--- src/hw/rtl/tabb_pkg.sv ---
// Shared types and constants of the transformed bounding box builder.
package tabb_pkg;

	localparam int unsigned QUEUE_DEPTH = 4;
	localparam int unsigned AXES        = 3;
	localparam int unsigned CFG_IDX_W   = 3;
	localparam int unsigned ROW_W       = 48;
	localparam int unsigned COEF_W      = 16;
	localparam int unsigned FIX_W       = 32;

	typedef enum logic [CFG_IDX_W-1:0] {
		CFG_ROW_X   = 3'd0,
		CFG_ROW_Y   = 3'd1,
		CFG_ROW_Z   = 3'd2,
		CFG_SHIFT_X = 3'd3,
		CFG_SHIFT_Y = 3'd4,
		CFG_SHIFT_Z = 3'd5
	} cfg_reg_t;

	localparam logic KIND_VERTEX = 1'b0;
	localparam logic KIND_QUERY  = 1'b1;

	localparam logic [ROW_W-1:0] ROW_X_RESET = 48'h0000_0000_1000;
	localparam logic [ROW_W-1:0] ROW_Y_RESET = 48'h0000_1000_0000;
	localparam logic [ROW_W-1:0] ROW_Z_RESET = 48'h1000_0000_0000;

	typedef struct packed {
		logic               kind;
		logic signed [15:0] vertex_x;
		logic signed [15:0] vertex_y;
		logic signed [15:0] vertex_z;
		logic               last;
		logic signed [31:0] other_min_x;
		logic signed [31:0] other_max_x;
		logic signed [31:0] other_min_y;
		logic signed [31:0] other_max_y;
		logic signed [31:0] other_min_z;
		logic signed [31:0] other_max_z;
	} item_t;

	typedef struct packed {
		logic signed [31:0] box_min_x;
		logic signed [31:0] box_max_x;
		logic signed [31:0] box_min_y;
		logic signed [31:0] box_max_y;
		logic signed [31:0] box_min_z;
		logic signed [31:0] box_max_z;
		logic               overlap;
		logic               box_valid;
	} result_t;

	// products indexed 3*axis+input; bounds indexed 2*axis (min), 2*axis+1 (max)
	typedef struct packed {
		logic                              kind;
		logic                              last;
		logic [AXES*AXES-1:0][FIX_W-1:0]   prod;
		logic [2*AXES-1:0][FIX_W-1:0]      other;
	} job_t;

	typedef struct packed {
		logic                              kind;
		logic                              last;
		logic [AXES-1:0][FIX_W-1:0]        point;
		logic [2*AXES-1:0][FIX_W-1:0]      other;
	} point_item_t;

endpackage

--- src/hw/rtl/tabb_back.sv ---
// Back end: round and translate, fold bounds, commit box, test overlap.
module tabb_back (
	input  logic                                           clk,
	input  logic                                           arst_n,
	input  logic                                           job_valid,
	output logic                                           job_ready,
	input  tabb_pkg::job_t                                 job,
	input  logic [tabb_pkg::AXES-1:0][tabb_pkg::FIX_W-1:0] shifts,
	output logic                                           result_valid,
	input  logic                                           result_stall,
	output tabb_pkg::result_t                              result
);

	localparam int unsigned SumW = tabb_pkg::FIX_W + 2;
	localparam int unsigned NB   = 2 * tabb_pkg::AXES;

	tabb_pkg::point_item_t pt_next;
	tabb_pkg::point_item_t pt_s2;
	logic                  pt_valid_s2;

	logic [NB-1:0][tabb_pkg::FIX_W-1:0] run_q;
	logic [NB-1:0][tabb_pkg::FIX_W-1:0] com_q;
	logic [NB-1:0][tabb_pkg::FIX_W-1:0] fold;
	logic                               first_q;
	logic                               cval_q;

	logic              out_free;
	logic              needs_out;
	logic              pt_fire;
	logic              ok;
	tabb_pkg::result_t res_next;
	logic              result_valid_q;
	tabb_pkg::result_t result_q;

	// round, translate and saturate each axis
	always_comb begin
		logic signed [SumW-1:0] sum;
		logic signed [SumW-1:0] tot;
		pt_next.kind  = job.kind;
		pt_next.last  = job.last;
		pt_next.other = job.other;
		for (int a = 0; a < tabb_pkg::AXES; a++) begin
			sum = SumW'($signed(job.prod[3*a])) + SumW'($signed(job.prod[3*a+1]))
				+ SumW'($signed(job.prod[3*a+2])) + SumW'(2048);
			tot = (sum >>> 12) + SumW'($signed(shifts[a]));
			if (tot[SumW-1:tabb_pkg::FIX_W-1] == '0
				|| tot[SumW-1:tabb_pkg::FIX_W-1] == '1) begin
				pt_next.point[a] = tot[tabb_pkg::FIX_W-1:0];
			end else if (tot[SumW-1]) begin
				pt_next.point[a] = {1'b1, {(tabb_pkg::FIX_W-1){1'b0}}};
			end else begin
				pt_next.point[a] = {1'b0, {(tabb_pkg::FIX_W-1){1'b1}}};
			end
		end
	end

	assign out_free  = !result_valid_q || !result_stall;
	assign needs_out = (pt_s2.kind == tabb_pkg::KIND_QUERY) || pt_s2.last;
	assign pt_fire   = pt_valid_s2 && (!needs_out || out_free);
	assign job_ready = !pt_valid_s2 || pt_fire;

	// fold the point into the running bounds and test the stored box
	always_comb begin
		logic signed [tabb_pkg::FIX_W-1:0] p;
		ok = 1'b1;
		for (int a = 0; a < tabb_pkg::AXES; a++) begin
			p = $signed(pt_s2.point[a]);
			fold[2*a]   = (first_q || p < $signed(run_q[2*a])) ? p : run_q[2*a];
			fold[2*a+1] = (first_q || p > $signed(run_q[2*a+1])) ? p : run_q[2*a+1];
			if (!($signed(pt_s2.other[2*a]) <= $signed(com_q[2*a+1])
				&& $signed(pt_s2.other[2*a+1]) >= $signed(com_q[2*a]))) begin
				ok = 1'b0;
			end
		end
	end

	always_comb begin
		logic [NB-1:0][tabb_pkg::FIX_W-1:0] box;
		if (pt_s2.kind == tabb_pkg::KIND_VERTEX) begin
			box               = fold;
			res_next.overlap  = 1'b0;
			res_next.box_valid = 1'b1;
		end else begin
			box               = cval_q ? com_q : '0;
			res_next.overlap  = cval_q && ok;
			res_next.box_valid = cval_q;
		end
		res_next.box_min_x = box[0];
		res_next.box_max_x = box[1];
		res_next.box_min_y = box[2];
		res_next.box_max_y = box[3];
		res_next.box_min_z = box[4];
		res_next.box_max_z = box[5];
	end

	always_ff @(posedge clk or negedge arst_n) begin
		if (!arst_n) begin
			pt_valid_s2    <= 1'b0;
			first_q        <= 1'b1;
			cval_q         <= 1'b0;
			result_valid_q <= 1'b0;
		end else begin
			if (job_ready) begin
				pt_valid_s2 <= job_valid;
			end
			if (out_free) begin
				result_valid_q <= pt_fire && needs_out;
			end
			if (pt_fire && pt_s2.kind == tabb_pkg::KIND_VERTEX) begin
				first_q <= pt_s2.last;
				if (pt_s2.last) begin
					cval_q <= 1'b1;
				end
			end
		end
	end

	always_ff @(posedge clk) begin
		if (job_ready && job_valid) begin
			pt_s2 <= pt_next;
		end
		if (pt_fire && pt_s2.kind == tabb_pkg::KIND_VERTEX) begin
			run_q <= fold;
			if (pt_s2.last) begin
				com_q <= fold;
			end
		end
		if (pt_fire && needs_out) begin
			result_q <= res_next;
		end
	end

	assign result_valid = result_valid_q;
	assign result       = result_q;

endmodule

--- config.mk ---
export PLATFORM = sky130hd
export DESIGN_NAME = tabb_back
export DESIGN_NICKNAME = d
export VERILOG_FILES = /design/src/hw/rtl/tabb_pkg.sv /design/src/hw/rtl/tabb_back.sv
export SDC_FILE = /design/constraint.sdc
export NUM_CORES = 2
export LEC_CHECK = 0
export BUFFER_PORTS_ARGS = -buffer_cell sky130_fd_sc_hd__buf_2
export CAP_MARGIN = 30
export CORE_ASPECT_RATIO = 1.2
export CORE_MARGIN = 8
export CORE_UTILIZATION = 30
export DETAILED_ROUTE_END_ITERATION = 7
export PLACE_DENSITY = 0.57
export SKIP_CTS_REPAIR_TIMING = 1
export SYNTH_ARGS = -nofsm -noshare
export SYNTH_HDL_FRONTEND = slang
export SYNTH_SLANG_ARGS = --single-unit
--- constraint.sdc ---
create_clock -name clk -period 11.35 [get_ports clk]
set_clock_uncertainty 0.05 [all_clocks]
set_input_delay 2.27 -clock clk [delete_from_list [all_inputs] [get_ports clk]]
set_output_delay 2.27 -clock clk [all_outputs]
set_load 0.02 [all_outputs]
======== Word level (Yosys, flattened, before mapping) ========
Index checks and enable logic that the tools add are counted.
storage, ports and cells
  register bits after elaboration ......... 872
  memories kept ........................... 0
  memory bits (writable) .................. 0
  logic and storage cells ................. 109
  latch bits .............................. 0
  input bits .............................. 582
  output and inout bits ................... 196
  bits in read-only memories .............. 0
cells by class
  shift-type cells ........................ 0
  multiplexer cells ....................... 17
  $mul .................................... 0
  add/subtract/negate cells ............... 12
  equal/unequal tests ..................... 3
  divide/modulo/power cells ............... 0
  bitwise gates (word level) .............. 1
  reduce and logical (&&, ||, !) cells .... 29
  $lt $le $gt $ge ......................... 12
operators by type and width
  operator                  count
  $mux W192                 2
  $mux W32                  12
  $add A33 B32 Y34          3
  $add A34 B13 Y34 const B  3
  $add A22 B32 Y33          3
  $add A32 B32 Y33          3
  $ge A32 B32 Y1            3
  $gt A32 B32 Y1            3
  $le A32 B32 Y1            3
  $lt A32 B32 Y1            3
  $logic_or A1 B1 Y1        13
  $eq A3 B3 Y1 const B      3
  $logic_not A3 Y1          3
  $logic_and A1 B1 Y1       8
  $logic_not A1 Y1          4
  $mux W1                   3
  $reduce_and A2 Y1         1
  $not A1 Y1                1

======== Longest topological paths before layout ========
  depth in word-level cells ............... 7
  depth in mapped cells ................... 29

======== Worst setup path after synthesis ========
No wires, ideal clock.
  path type ............................... input to register
  start ................................... input result_stall
  end ..................................... register result_q, in the netlist result[0] (enable)
  buffers on the path ..................... 0
  required time ........................... 10.487 ns
  arrival time ............................ 11.370 ns
  cell stages on the path ................. 1
  setup slack ............................. -0.883 ns
  path through ............................ a21oi_1
between the ends
  cells in the longest elaborated chain, start to end .. 5
RTL lines
  element               line              text
  from (decl)           tabb_back.sv:10   input logic result_stall,
  $logic_not A1 Y1      tabb_back.sv:57   assign out_free = !result_valid_q || !result_stall;
  $logic_or A1 B1 Y1    tabb_back.sv:57
  $logic_or A1 B1 Y1    tabb_back.sv:59   assign pt_fire = pt_valid_s2 && (!needs_out || out_free);
  $logic_and A1 B1 Y1   tabb_back.sv:59
  $logic_and A1 B1 Y1   tabb_back.sv:128  if (pt_fire && needs_out) begin
  to (signal assigned)  tabb_back.sv:129  result_q <= res_next;
  to (decl)             tabb_back.sv:33   tabb_pkg::result_t result_q;
No other way between the ends.
A chain may end at the register's enable or synchronous reset.

==> flow_summary.yaml <==
clocking:
  htreeDepth: 3
  cts.path.max_buffers: 3
  cts_tree: "done"
  cts.sinks: 872
  clk_pin_slew_ns: 0.06
  cts_buffers: 98
  cts_root_buffer: "clkbuf_16"
  clock_insertion_delay_worst_skew_ns: 0.73
drt:
  via_count: 38663
  viasPerCell: 4.96
  drt_iter0_markers: 2313
  dr.pass1.iters: 5
  wl_um: 183000
  ant_nets: 0
  drc: 0
  wl_per_cell_um: 23.5
outcome:
  status: "complete, no violations"
synthesis:
  synth.cells.most_frequent: "edfxtp_1 (868), inv_1 (783), ha_1 (663), a21oi_1 (248), o21ai_0 (230)"
  synth_top_area_share_pct: 48.7
  yosysTopAreaCell: "edfxtp_1"
  yosys-top-cells-area: "edfxtp_1 (49%), ha_1 (16%), inv_1 (5.5%), fa_1 (3.6%), a21o_1 (3.2%)"
  synth_cell_types: 85
  async_flop_share_pct: 0.459
  synth_cells: 4555
  synth_ff_type: "edfxtp_1"
  ys_ff_latch: 872
  synth_most_common_cell: "edfxtp_1"
  synth_fp_nets: 5896
  synth-edff-count: 868
  yosysSeqAreaShare_pct: 48.9
  syn-cell-area_um2: 53500
  synth_area_per_cell_um2: 11.7
  yosys_warnings: 0
floorplanning:
  design.die.area_um2: 192000
  die_h_um: 478
  rows: 169
  start_util_pct: 30.2
  die_w_um: 401
  core_um2: 177000
  io_pins: 778
final_layout:
  multi_input_area_um2: 24000
  final_layout_size_suffix_gt1_share_pct: 20.2
  finalNonFillerCells: 7793
  syn_to_final_growth_pct: 18.9
  postLayoutCoreUtil_pct: 35.9
  fillCellCount: 17550
  ff_latch_area_um2: 26200
  fin_nets: 6725
sta:
  hold_violations: 0
  setup_viol: 0
  rsz0062_at_grt: "no"
  drv_slew: 0
  tightest_slew_ns: 1.02
  min_period_ns: 8.62
  period_share_pct: 76.0
  fmax_mhz: 116
  setup_tns_ns: 0
  slew_headroom_pct: 32.0
worst_setup_path:
  critPathCaptureType: "flop"
  arrival_ns: 8.98
  critPathMaxFanout: 25
  cp.required_ns: 11.70
  worstSetupStartpointType: "input port"
  crit_type: "input port to flop"
global_route:
  grt_pass1_vias: 40113
  grt.total_usage_pct: 18.4
  grt_max_degree: 65
  grt_pass1_wl_um: 266000
  grt-ovfl-total: 0
  antenna_found_initial: 70
power:
  p_leak_nw: 29.1
  powerDensity_nw_per_um2: 250
  ir_drop_v: 0.000135
hold_path:
  hold_class: "flop to flop"
placed_design:
  dp.cells: 7591
  numPortBuffers: 777
  dp_hpwl_um: 147000
  gp_congestion: 0.996
job:
  max_cap_violations: 0
-- final timing paths --
check                                 from           to  slack [ns]  depth (start not counted)
worst max-delay path              job[296]   pt_s2[232]        2.73                         28
worst min register to register      cval_q       cval_q        0.46                          1
worst min-delay path                cval_q       cval_q        0.46                          1
min in group asynchronous           arst_n  pt_valid_s2        1.32                          1
worst max register to register  pt_s2[261]   result[10]        6.66                         12
max in group asynchronous           arst_n      first_q        9.67                          1
-- cell type report --
cell class | count | share of cell area (%)
flip-flops and latches | 872 | 41.1
clock inverters | 68 | 1.13
clock buffers | 109 | 3.92
diodes | 24 | 0.0944
multi-input cells | 2798 | 37.7
well taps | 2308 | 4.54
repair buffers | 830 | 6.81
inverters | 784 | 4.63
-- logic make-up (layout without fill, tap and decap cells) --
| logic type | count (synthesis) | after routing | share of synthesized area, % |
|---|---|---|---|
| AOI/OAI and AO/OA | 1169 | 1169 | 14.9 |
| xor gates and xnor gates | 141 | 141 | 2.37 |
| adders and majority gates | 771 | 771 | 19.3 |
| buffers and inverters | 885 | 1791 | 6.33 |
| DFF | 872 | 872 | 48.9 |
| muxes | 132 | 132 | 2.63 |
| other | 0 | 24 | 0 |
| and+or+nand+nor | 585 | 585 | 5.52 |
-- per-layer routing --
metal	part of all wire (%)	up-vias	wire [µm]	track usage (%)
li1	-	18318	-	-
met1	42	18668	77200	22.9
met2	46	1350	84200	30.5
met3	8.9	259	16300	5.83
met4	2.8	68	5150	5.30
met5	0.23	-	421	0
-- cells in the final DEF (no fill, tap or decap), types with 29 or more instances in the layout --
cell type,count
nand2_1,145
inv_1,783
edfxtp_1,868
a22oi_1,64
fa_1,96
xor2_1,59
a22o_1,130
buf_4,47
nand4_1,91
xnor2_1,79
a21o_1,227
a21oi_1,247
nand3_1,36
o21a_1,46
nand2b_1,29
mux2i_1,62
nor3_1,37
buf_2,778
clkbuf_16,98
nor2_1,121
nor2b_1,44
o21ai_0,229
a221o_1,39
ha_1,663
mux2_2,70
-- through the flow --
stage | setup WS, ns | instance area (µm²) | hold WS [ns] | total power [W]
3_3_place_gp | 1.65 | 60200 | 0.453 | 0.0126
2_1_floorplan | 1.18 | 53500 | 0.396 | 0.0102
5_1_grt | 2.16 | 63500 | 0.497 | 0.0170
4_1_cts | 2.70 | 63500 | 0.474 | 0.0160
6_report | 2.73 | 63600 | 0.464 | 0.0159
3_5_place_dp | 1.94 | 60300 | 0.459 | 0.0127
-- worst max-delay path, cell delays in order --
cell and delay, ns:
buf_2 0.07, inv_1 0.04, fa_1 0.54, inv_1 0.04, ha_1 0.34, ha_1 0.33
a2111oi_0 0.34, o21ai_1 0.15, o2111ai_1 0.30, a211oi_1 0.18, o211ai_1 0.24, a21oi_1 0.16
a221o_1 0.43, a211oi_1 0.32, o21bai_1 0.14, xnor2_1 0.14, buf_4 0.18, ha_1 0.36
a21o_1 0.18, a21o_1 0.17, a21oi_1 0.17, nor2b_1 0.07, o21a_1 0.16, o21ai_0 0.14
nand3_1 0.10, a22o_1 0.32, nor2_2 0.81, o21ai_0 0.24
-- where the power goes --
part           leakage (nW)  switching (W)  internal (W)
Clock                  1.56        0.00140       0.00185
Combinational          19.3        0.00442       0.00278
Sequential             8.24       0.000577       0.00488
Total                  29.1        0.00640       0.00951
-- registers in the layout, indices dropped and copies added, names as in the netlist --
signal	count
pt_s2	290
result	194
com_q	192
run_q	192
cval_q	1
first_q	1
pt_valid_s2	1
result_valid	1
(Power assumes the default switching activity.)
