===== src/hw/rtl/tabb_pkg.sv =====
// Shared types and constants of the transformed bounding box builder.
package tabb_pkg;

	localparam int unsigned QUEUE_DEPTH = 4;
	localparam int unsigned AXES        = 3;
	localparam int unsigned CFG_IDX_W   = 3;
	localparam int unsigned ROW_W       = 48;
	localparam int unsigned COEF_W      = 16;
	localparam int unsigned FIX_W       = 32;

	typedef enum logic [CFG_IDX_W-1:0] {
		CFG_ROW_X   = 3'd0,
		CFG_ROW_Y   = 3'd1,
		CFG_ROW_Z   = 3'd2,
		CFG_SHIFT_X = 3'd3,
		CFG_SHIFT_Y = 3'd4,
		CFG_SHIFT_Z = 3'd5
	} cfg_reg_t;

	localparam logic KIND_VERTEX = 1'b0;
	localparam logic KIND_QUERY  = 1'b1;

	localparam logic [ROW_W-1:0] ROW_X_RESET = 48'h0000_0000_1000;
	localparam logic [ROW_W-1:0] ROW_Y_RESET = 48'h0000_1000_0000;
	localparam logic [ROW_W-1:0] ROW_Z_RESET = 48'h1000_0000_0000;

	typedef struct packed {
		logic               kind;
		logic signed [15:0] vertex_x;
		logic signed [15:0] vertex_y;
		logic signed [15:0] vertex_z;
		logic               last;
		logic signed [31:0] other_min_x;
		logic signed [31:0] other_max_x;
		logic signed [31:0] other_min_y;
		logic signed [31:0] other_max_y;
		logic signed [31:0] other_min_z;
		logic signed [31:0] other_max_z;
	} item_t;

	typedef struct packed {
		logic signed [31:0] box_min_x;
		logic signed [31:0] box_max_x;
		logic signed [31:0] box_min_y;
		logic signed [31:0] box_max_y;
		logic signed [31:0] box_min_z;
		logic signed [31:0] box_max_z;
		logic               overlap;
		logic               box_valid;
	} result_t;

	// products indexed 3*axis+input; bounds indexed 2*axis (min), 2*axis+1 (max)
	typedef struct packed {
		logic                              kind;
		logic                              last;
		logic [AXES*AXES-1:0][FIX_W-1:0]   prod;
		logic [2*AXES-1:0][FIX_W-1:0]      other;
	} job_t;

	typedef struct packed {
		logic                              kind;
		logic                              last;
		logic [AXES-1:0][FIX_W-1:0]        point;
		logic [2*AXES-1:0][FIX_W-1:0]      other;
	} point_item_t;

endpackage


===== src/hw/rtl/tabb_queue.sv =====
// Short queue between front and back ends.
module tabb_queue #(
	parameter int unsigned Depth = tabb_pkg::QUEUE_DEPTH
) (
	input  logic           clk,
	input  logic           arst_n,
	input  logic           push_valid,
	output logic           push_ready,
	input  tabb_pkg::job_t push_data,
	output logic           pop_valid,
	input  logic           pop_ready,
	output tabb_pkg::job_t pop_data
);

	localparam int unsigned PtrW = (Depth > 1) ? $clog2(Depth) : 1;
	localparam int unsigned CntW = $clog2(Depth + 1);

	tabb_pkg::job_t mem_q [Depth];
	logic [PtrW-1:0] wr_ptr_q;
	logic [PtrW-1:0] rd_ptr_q;
	logic [CntW-1:0] count_q;
	logic            push;
	logic            pop;

	assign push_ready = (count_q != CntW'(Depth));
	assign pop_valid  = (count_q != '0);
	assign push       = push_valid && push_ready;
	assign pop        = pop_valid && pop_ready;
	assign pop_data   = mem_q[rd_ptr_q];

	always_ff @(posedge clk or negedge arst_n) begin
		if (!arst_n) begin
			wr_ptr_q <= '0;
			rd_ptr_q <= '0;
			count_q  <= '0;
		end else begin
			if (push) begin
				wr_ptr_q <= (wr_ptr_q == PtrW'(Depth - 1)) ? '0 : wr_ptr_q + 1'b1;
			end
			if (pop) begin
				rd_ptr_q <= (rd_ptr_q == PtrW'(Depth - 1)) ? '0 : rd_ptr_q + 1'b1;
			end
			if (push && !pop) begin
				count_q <= count_q + 1'b1;
			end else if (pop && !push) begin
				count_q <= count_q - 1'b1;
			end
		end
	end

	always_ff @(posedge clk) begin
		if (push) begin
			mem_q[wr_ptr_q] <= push_data;
		end
	end

endmodule


===== config.mk =====
export PLATFORM = sky130hd
export DESIGN_NAME = tabb_queue
export DESIGN_NICKNAME = d
export VERILOG_FILES = /design/src/hw/rtl/tabb_pkg.sv /design/src/hw/rtl/tabb_queue.sv
export SDC_FILE = /design/constraint.sdc
export NUM_CORES = 1
export LEC_CHECK = 0
export BUFFER_PORTS_ARGS = -buffer_cell sky130_fd_sc_hd__buf_2
export CELL_PAD_IN_SITES_DETAIL_PLACEMENT = 1
export CELL_PAD_IN_SITES_GLOBAL_PLACEMENT = 1
export CORE_UTILIZATION = 48
export CTS_BUF_LIST = sky130_fd_sc_hd__clkbuf_8
export DETAILED_ROUTE_END_ITERATION = 8
export PLACE_DENSITY = 0.77
export SLEW_MARGIN = 20
export SYNTH_ARGS = -nofsm -noshare
export SYNTH_HDL_FRONTEND = slang
export SYNTH_SLANG_ARGS = --single-unit

===== constraint.sdc =====
create_clock -name clk -period 13.4 [get_ports clk]
set_input_delay 2.68 -clock clk [delete_from_list [all_inputs] [get_ports clk]]
set_output_delay 2.68 -clock clk [all_outputs]
set_load 0.01 [all_outputs]

======== After elaboration in Yosys (flattened, before gate mapping) ========
Memory sizes are Yosys's and may differ from the RTL's.
Cells that the tools add are included.
cells by class
  $add $sub $neg .......................... 4
  eq/ne operators ......................... 3
  mux-type cells .......................... 6
  reduce and logical (&&, ||, !) cells .... 8
operators by type and width
  operator                                                             number
  3-bit 2-to-1 mux                                                     2
  2-bit by 1-bit adder with 2-bit output (second input constant)       2
  2-bit equality test (second input constant)                          2
  1-bit logical AND                                                    4
  2-bit 2-to-1 mux                                                     2
  3-bit by 1-bit adder with 3-bit output (second input constant)       1
  3-bit inequality test (second input constant)                        1
  3-bit nonzero test                                                   1
  3-bit by 1-bit subtractor with 3-bit output (second input constant)  1
  1-bit zero test                                                      2
  1-bit 2-to-1 mux                                                     2
  2-bit nonzero test                                                   1
storage, ports and cells
  flip-flop bits (word level) ............. 7
  RAM bits ................................ 1928
  input port bits ......................... 486
  output and inout bits ................... 484
  word-level logic and storage cells ...... 25
  memories kept ........................... 1
memories
  memory  words  width  read ports  clocked after memory_dff  wr ports  line              source
  mem_q   4      482    1           0                         1         tabb_queue.sv:18  tabb_pkg::job_t mem_q [Depth];

======== Depth between registers and ports, before layout ========
  depth in word-level cells ............... 6
  mapped depth ............................ 8
  depth with buffers taken out ............ 8

======== Least setup slack after synthesis ========
OpenSTA, ideal clock, no wires.
  path type ............................... in2reg
  start point ............................. input port push_valid
  end point ............................... memory mem_q[3][0] in the netlist's numbering (enable)
  library setup time ...................... 0.912 ns
  data arrival time ....................... 13.654 ns
  data required time ...................... 12.488 ns
  slack ................................... -1.165 ns
  stages .................................. 1
  path buffers ............................ 0
  cells stage by stage .................... and3_1
on the way
  cells in the longest elaborated chain, start to end .. 3
RTL lines
  element                                 line              source
  start: declaration                      tabb_queue.sv:7   input logic push_valid,
  1-bit logical AND                       tabb_queue.sv:27  assign push = push_valid && push_ready;
  1-bit 2-to-1 mux                        tabb_queue.sv:52  if (push) begin
  1-bit 2-to-1 mux (implied by the code)  tabb_queue.sv:53  mem_q[wr_ptr_q] <= push_data;
  end: declaration                        tabb_queue.sv:18
Every way passes these cells.

==> impl_results.html <==
<table>
<tr><th>Metric</th><th>Value</th></tr>
<tr><th colspan="2">Clock network</th></tr>
<tr><td>Count of hold-fix buffers inserted at cts</td><td>0</td></tr>
<tr><td>H-tree depth</td><td>5</td></tr>
<tr><td>CTS buffer count</td><td>317</td></tr>
<tr><td>Max Buffers Root-to-Sink</td><td>4</td></tr>
<tr><td>CTS tree</td><td>yes</td></tr>
<tr><td>Clock root buffer</td><td>sky130_fd_sc_hd__clkbuf_8</td></tr>
<tr><td>Num Clock Sinks</td><td>1,935</td></tr>
<tr><td>Reg clk slew, reported paths</td><td>0.06 ns</td></tr>
<tr><td>Setup Fix Bufs, Post-CTS</td><td>0</td></tr>
<tr><td>Number of gates resized after cts</td><td>0</td></tr>
<tr><td>Clock latency on the worst-skew pair</td><td>1.00 ns</td></tr>
<tr><th colspan="2">Finish</th></tr>
<tr><td>Share of post-route cells with drive strength above 1</td><td>46.6%</td></tr>
<tr><td>Final instance area</td><td>82,500 sq um</td></tr>
<tr><td>Leading cell type in the layout, fill and taps excluded</td><td>sky130_fd_sc_hd__edfxtp_1</td></tr>
<tr><td>Final-stage net count</td><td>4,262</td></tr>
<tr><td>Count of non-filler cells in the finished layout</td><td>5,946</td></tr>
<tr><td>Synth-to-Final Area Change</td><td>17.7%</td></tr>
<tr><td>Commonest cells after routing, fill and taps aside</td><td>sky130_fd_sc_hd__edfxtp_1 (1,928), sky130_fd_sc_hd__buf_2 (969), sky130_fd_sc_hd__mux4_2 (482)</td></tr>
<tr><th colspan="2">Synth</th></tr>
<tr><td>Post-synthesis simple-gate area fraction</td><td>0.0946%</td></tr>
<tr><td>Adder-cell area share of the yosys netlist</td><td>0.136%</td></tr>
<tr><td>Total nets after synthesis</td><td>3,047</td></tr>
<tr><td>Fraction of synthesized area in multiplexers</td><td>15.6%</td></tr>
<tr><td>Fraction of the mapped netlist area in compound gates</td><td>0%</td></tr>
<tr><td>Post-Syn Area per Cell</td><td>27.4 sq um</td></tr>
<tr><td>Number of library cell types mapped by synthesis</td><td>21</td></tr>
<tr><td>Number of standard cells after synthesis</td><td>2,554</td></tr>
<tr><td>Sequential area share after synthesis</td><td>82.9%</td></tr>
<tr><td>Dominant combinational cell family by area after synthesis</td><td>multiplexers</td></tr>
<tr><td>#FFs+latches synth</td><td>1,935</td></tr>
<tr><td>Yosys warnings</td><td>0</td></tr>
<tr><td>Summed instance area of the synthesized netlist</td><td>70,100 sq um</td></tr>
<tr><td>Post-Synth XOR/XNOR Area</td><td>0.0375%</td></tr>
<tr><th colspan="2">Critical path</th></tr>
<tr><td>Crit start category</td><td>flop</td></tr>
<tr><td>Worst setup EP type</td><td>output port</td></tr>
<tr><td>Destination of the worst register-to-register timing path</td><td>mem_q[3][192]</td></tr>
<tr><td>Biggest fanout along the worst timing path</td><td>74</td></tr>
<tr><td>Most frequent cell on the critical path</td><td>sky130_fd_sc_hd__buf_4</td></tr>
<tr><td>Cells along the critical path</td><td>buf_12 -&gt; buf_4 -&gt; buf_4 -&gt; mux4_2 -&gt; buf_2</td></tr>
<tr><td>Number of cells on the worst reg-to-reg path</td><td>5</td></tr>
<tr><td>Register-to-register setup slack</td><td>9.26 ns</td></tr>
<tr><td>CP Data Required Time</td><td>10.72 ns</td></tr>
<tr><td>Critical path arrival</td><td>4.85 ns</td></tr>
<tr><td>CP max stage cell</td><td>sky130_fd_sc_hd__dfrtp_4</td></tr>
<tr><td>Maximum single-stage delay on the critical path</td><td>0.90 ns</td></tr>
<tr><td>Kind of critical path</td><td>flop to output port</td></tr>
<tr><td>Reg-to-reg startpoint</td><td>count_q[2]</td></tr>
<tr><th colspan="2">Floorplanning</th></tr>
<tr><td>Height of the die</td><td>384 microns</td></tr>
<tr><td>Placeable Area</td><td>144,000 sq um</td></tr>
<tr><td>Top-level port count</td><td>970</td></tr>
<tr><td>Starting density of the core</td><td>48.6%</td></tr>
<tr><td>Chip width</td><td>384 microns</td></tr>
<tr><td>Overall die area</td><td>147,000 sq um</td></tr>
<tr><td>Number of placement rows</td><td>139</td></tr>
<tr><th colspan="2">Global route</th></tr>
<tr><td>Total gr overflow</td><td>0</td></tr>
<tr><td>Number of global-route vias before repair</td><td>36,100</td></tr>
<tr><td>Antenna violations before repair</td><td>101</td></tr>
<tr><td>Pin count of the biggest net entering global routing</td><td>147</td></tr>
<tr><td>Global-route wire length before repair</td><td>246,000 microns</td></tr>
<tr><td>Global-route total usage across every layer</td><td>23.1%</td></tr>
<tr><th colspan="2">Timing</th></tr>
<tr><td>Post-layout worst setup margin</td><td>5.87 ns</td></tr>
<tr><td>Post-route clock period utilization</td><td>56.2%</td></tr>
<tr><td>Time the worst path needs with I/O delays and setup</td><td>7.53 ns</td></tr>
<tr><td>F_max</td><td>133 MHz</td></tr>
<tr><td>Slew of the pin with the lowest slew margin</td><td>1.16 ns</td></tr>
<tr><td>Final max-slew violation count</td><td>0</td></tr>
<tr><td>Max-Slew Margin vs Limit</td><td>22.4%</td></tr>
<tr><td>Final clock skew</td><td>0.0921 ns</td></tr>
<tr><td>Endpoints failing hold</td><td>0</td></tr>
<tr><td>Setup-failing EPs final</td><td>0</td></tr>
<tr><td>RSZ-0062 raised after global routing</td><td>no</td></tr>
<tr><th colspan="2">Min path</th></tr>
<tr><td>Hold Path Stages</td><td>1</td></tr>
<tr><td>Sink of the worst hold path</td><td>count_q[2]</td></tr>
<tr><td>Hold crit path type</td><td>flop to flop</td></tr>
<tr><td>Hold path start</td><td>count_q[2]</td></tr>
<tr><th colspan="2">Drt</th></tr>
<tr><td>DRT iter0 DRCs</td><td>2,310</td></tr>
<tr><td>Total routed wirelength</td><td>174,000 microns</td></tr>
<tr><td>Final antenna-violating net count</td><td>0</td></tr>
<tr><td>Number of optimization iterations in the first detailed-route pass</td><td>5</td></tr>
<tr><td>Vias per cell</td><td>5.57</td></tr>
<tr><td>Wirelength per Cell</td><td>29.3 microns</td></tr>
<tr><td>Remaining design rule violation count</td><td>0</td></tr>
<tr><td>Via count of the routed design</td><td>33,100</td></tr>
<tr><th colspan="2">Pwr</th></tr>
<tr><td>Combinational fraction of design power</td><td>30.1%</td></tr>
<tr><td>Total internal power</td><td>12.7 mW</td></tr>
<tr><td>Sequential cell fraction of total power</td><td>45.2%</td></tr>
<tr><td>Power density normalized to cell area</td><td>225 nW/um^2</td></tr>
<tr><td>Maximum resistive drop on vdd</td><td>0.194 mV</td></tr>
<tr><td>Net switching power figure</td><td>5.87 mW</td></tr>
<tr><td>Fraction of power spent switching nets</td><td>31.7%</td></tr>
<tr><td>Clock network fraction of total power</td><td>24.7%</td></tr>
<tr><td>Leakage Power</td><td>28.1 nW</td></tr>
<tr><th colspan="2">Place</th></tr>
<tr><td>Total instance count after detailed placement</td><td>5,353</td></tr>
<tr><td>Final weighted congestion in routability-driven placement</td><td>0.770</td></tr>
<tr><td>Estimated wirelength of the detail-placed design</td><td>108,000 microns</td></tr>
<tr><td>Pre-CTS WS</td><td>6.70 ns</td></tr>
<tr><td>Post-place instance area</td><td>76,900 sq um</td></tr>
<tr><td>Count of input and output buffers</td><td>969</td></tr>
<tr><th colspan="2">Job</th></tr>
<tr><td>Number of max-cap violations</td><td>0</td></tr>
<tr><th colspan="2">Outcome</th></tr>
<tr><td>Outcome</td><td>finished, final reports clean</td></tr>
</table>
how the worst max path moves through the flow:
stage	from	to	slack, ns	cells past startpoint
after floorplan	push_valid	mem_q[2][0]	-1.12	1
after global placement	rd_ptr_q[0]	pop_data[363]	6.72	5
after detailed placement	rd_ptr_q[0]	pop_data[393]	6.70	5
after CTS	rd_ptr_q[0]	pop_data[324]	5.61	5
after global routing	rd_ptr_q[0]	pop_data[324]	5.40	5
final	rd_ptr_q[0]	pop_data[324]	5.87	5
cells in the mapped netlist:
library cell	count	area share [%]
sky130_fd_sc_hd__and2_4	1	0.013
sky130_fd_sc_hd__and3_1	4	0.036
sky130_fd_sc_hd__buf_2	50	0.36
sky130_fd_sc_hd__buf_4	1	0.011
sky130_fd_sc_hd__buf_6	49	0.79
sky130_fd_sc_hd__buf_8	3	0.064
sky130_fd_sc_hd__clkbuf_1	5	0.027
sky130_fd_sc_hd__dfrtp_1	7	0.25
sky130_fd_sc_hd__edfxtp_1	1928	83
sky130_fd_sc_hd__fa_1	1	0.029
sky130_fd_sc_hd__ha_1	6	0.11
sky130_fd_sc_hd__inv_1	3	0.016
sky130_fd_sc_hd__mux2_2	3	0.048
sky130_fd_sc_hd__mux2_4	2	0.043
sky130_fd_sc_hd__mux4_2	482	15
sky130_fd_sc_hd__nand2_1	1	0.0054
sky130_fd_sc_hd__nor2_1	3	0.016
sky130_fd_sc_hd__or3_1	1	0.0089
sky130_fd_sc_hd__or3b_4	1	0.016
sky130_fd_sc_hd__xnor2_1	1	0.013
sky130_fd_sc_hd__xor2_1	2	0.025
metrics by stage:
step                      util [%]  TNS, ns  hold slack, ns  power [mW]
final                         57.2        0           0.482        18.5
after global routing          57.1        0           0.514        19.2
after CTS                     57.1        0           0.487        18.7
after detailed placement      53.3        0           0.475        14.1
after global placement        53.3        0           0.463        13.9
after floorplan                  -  -540.88           0.447        12.2
layer usage:
layer	global-route usage, %	share of wire [%]
met1	25.9	34
met3	8.91	10
met5	0	0.30
met4	10.8	4.6
met2	38.7	51
sequential cells by signal, summed over array words and instances, names as in the netlist:
register	cells
count_q	3
mem_q	1928
rd_ptr_q	2
wr_ptr_q	2
power groups by stage:
stage                     clock [mW]  sequential [mW]  combinational [mW]
after floorplan                    0             8.67                3.53
after global placement             0             8.35                5.56
after detailed placement           0             8.48                5.61
after CTS                       4.68             8.38                5.66
after global routing            4.89             8.45                5.89
final                           4.58             8.37                5.58
cell type report:
| class | count | area (sq um) |
|---|---|---|
| Tap cell | 1903 | 2380 |
| Inverter | 3 | 11.3 |
| Timing Repair Buffer | 1004 | 5290 |
| Multi-Input combinational cell | 508 | 11100 |
| Antenna cell | 66 | 165 |
| Fill cell | 12400 | 61700 |
| Sequential cell | 1935 | 58100 |
| Clock inverter | 206 | 1000 |
| Clock buffer | 321 | 4420 |
critical path: cells and delay by family (launching register included):
family | cells | cell delay [ns]
buffers and inverters | 4 | 2.14
flip-flops | 1 | 0.90
multiplexers | 1 | 0.62
logic make-up (layout without fill, tap and decap cells):
logic type / Yosys count / in the layout
other cells: 0 / 66
fa+ha+maj: 7 / 7
mux: 487 / 487
xor+xnor: 3 / 3
buf+inv: 111 / 1534
simple gates: 11 / 11
flops: 1935 / 1935
(Power assumes the default switching activity.)
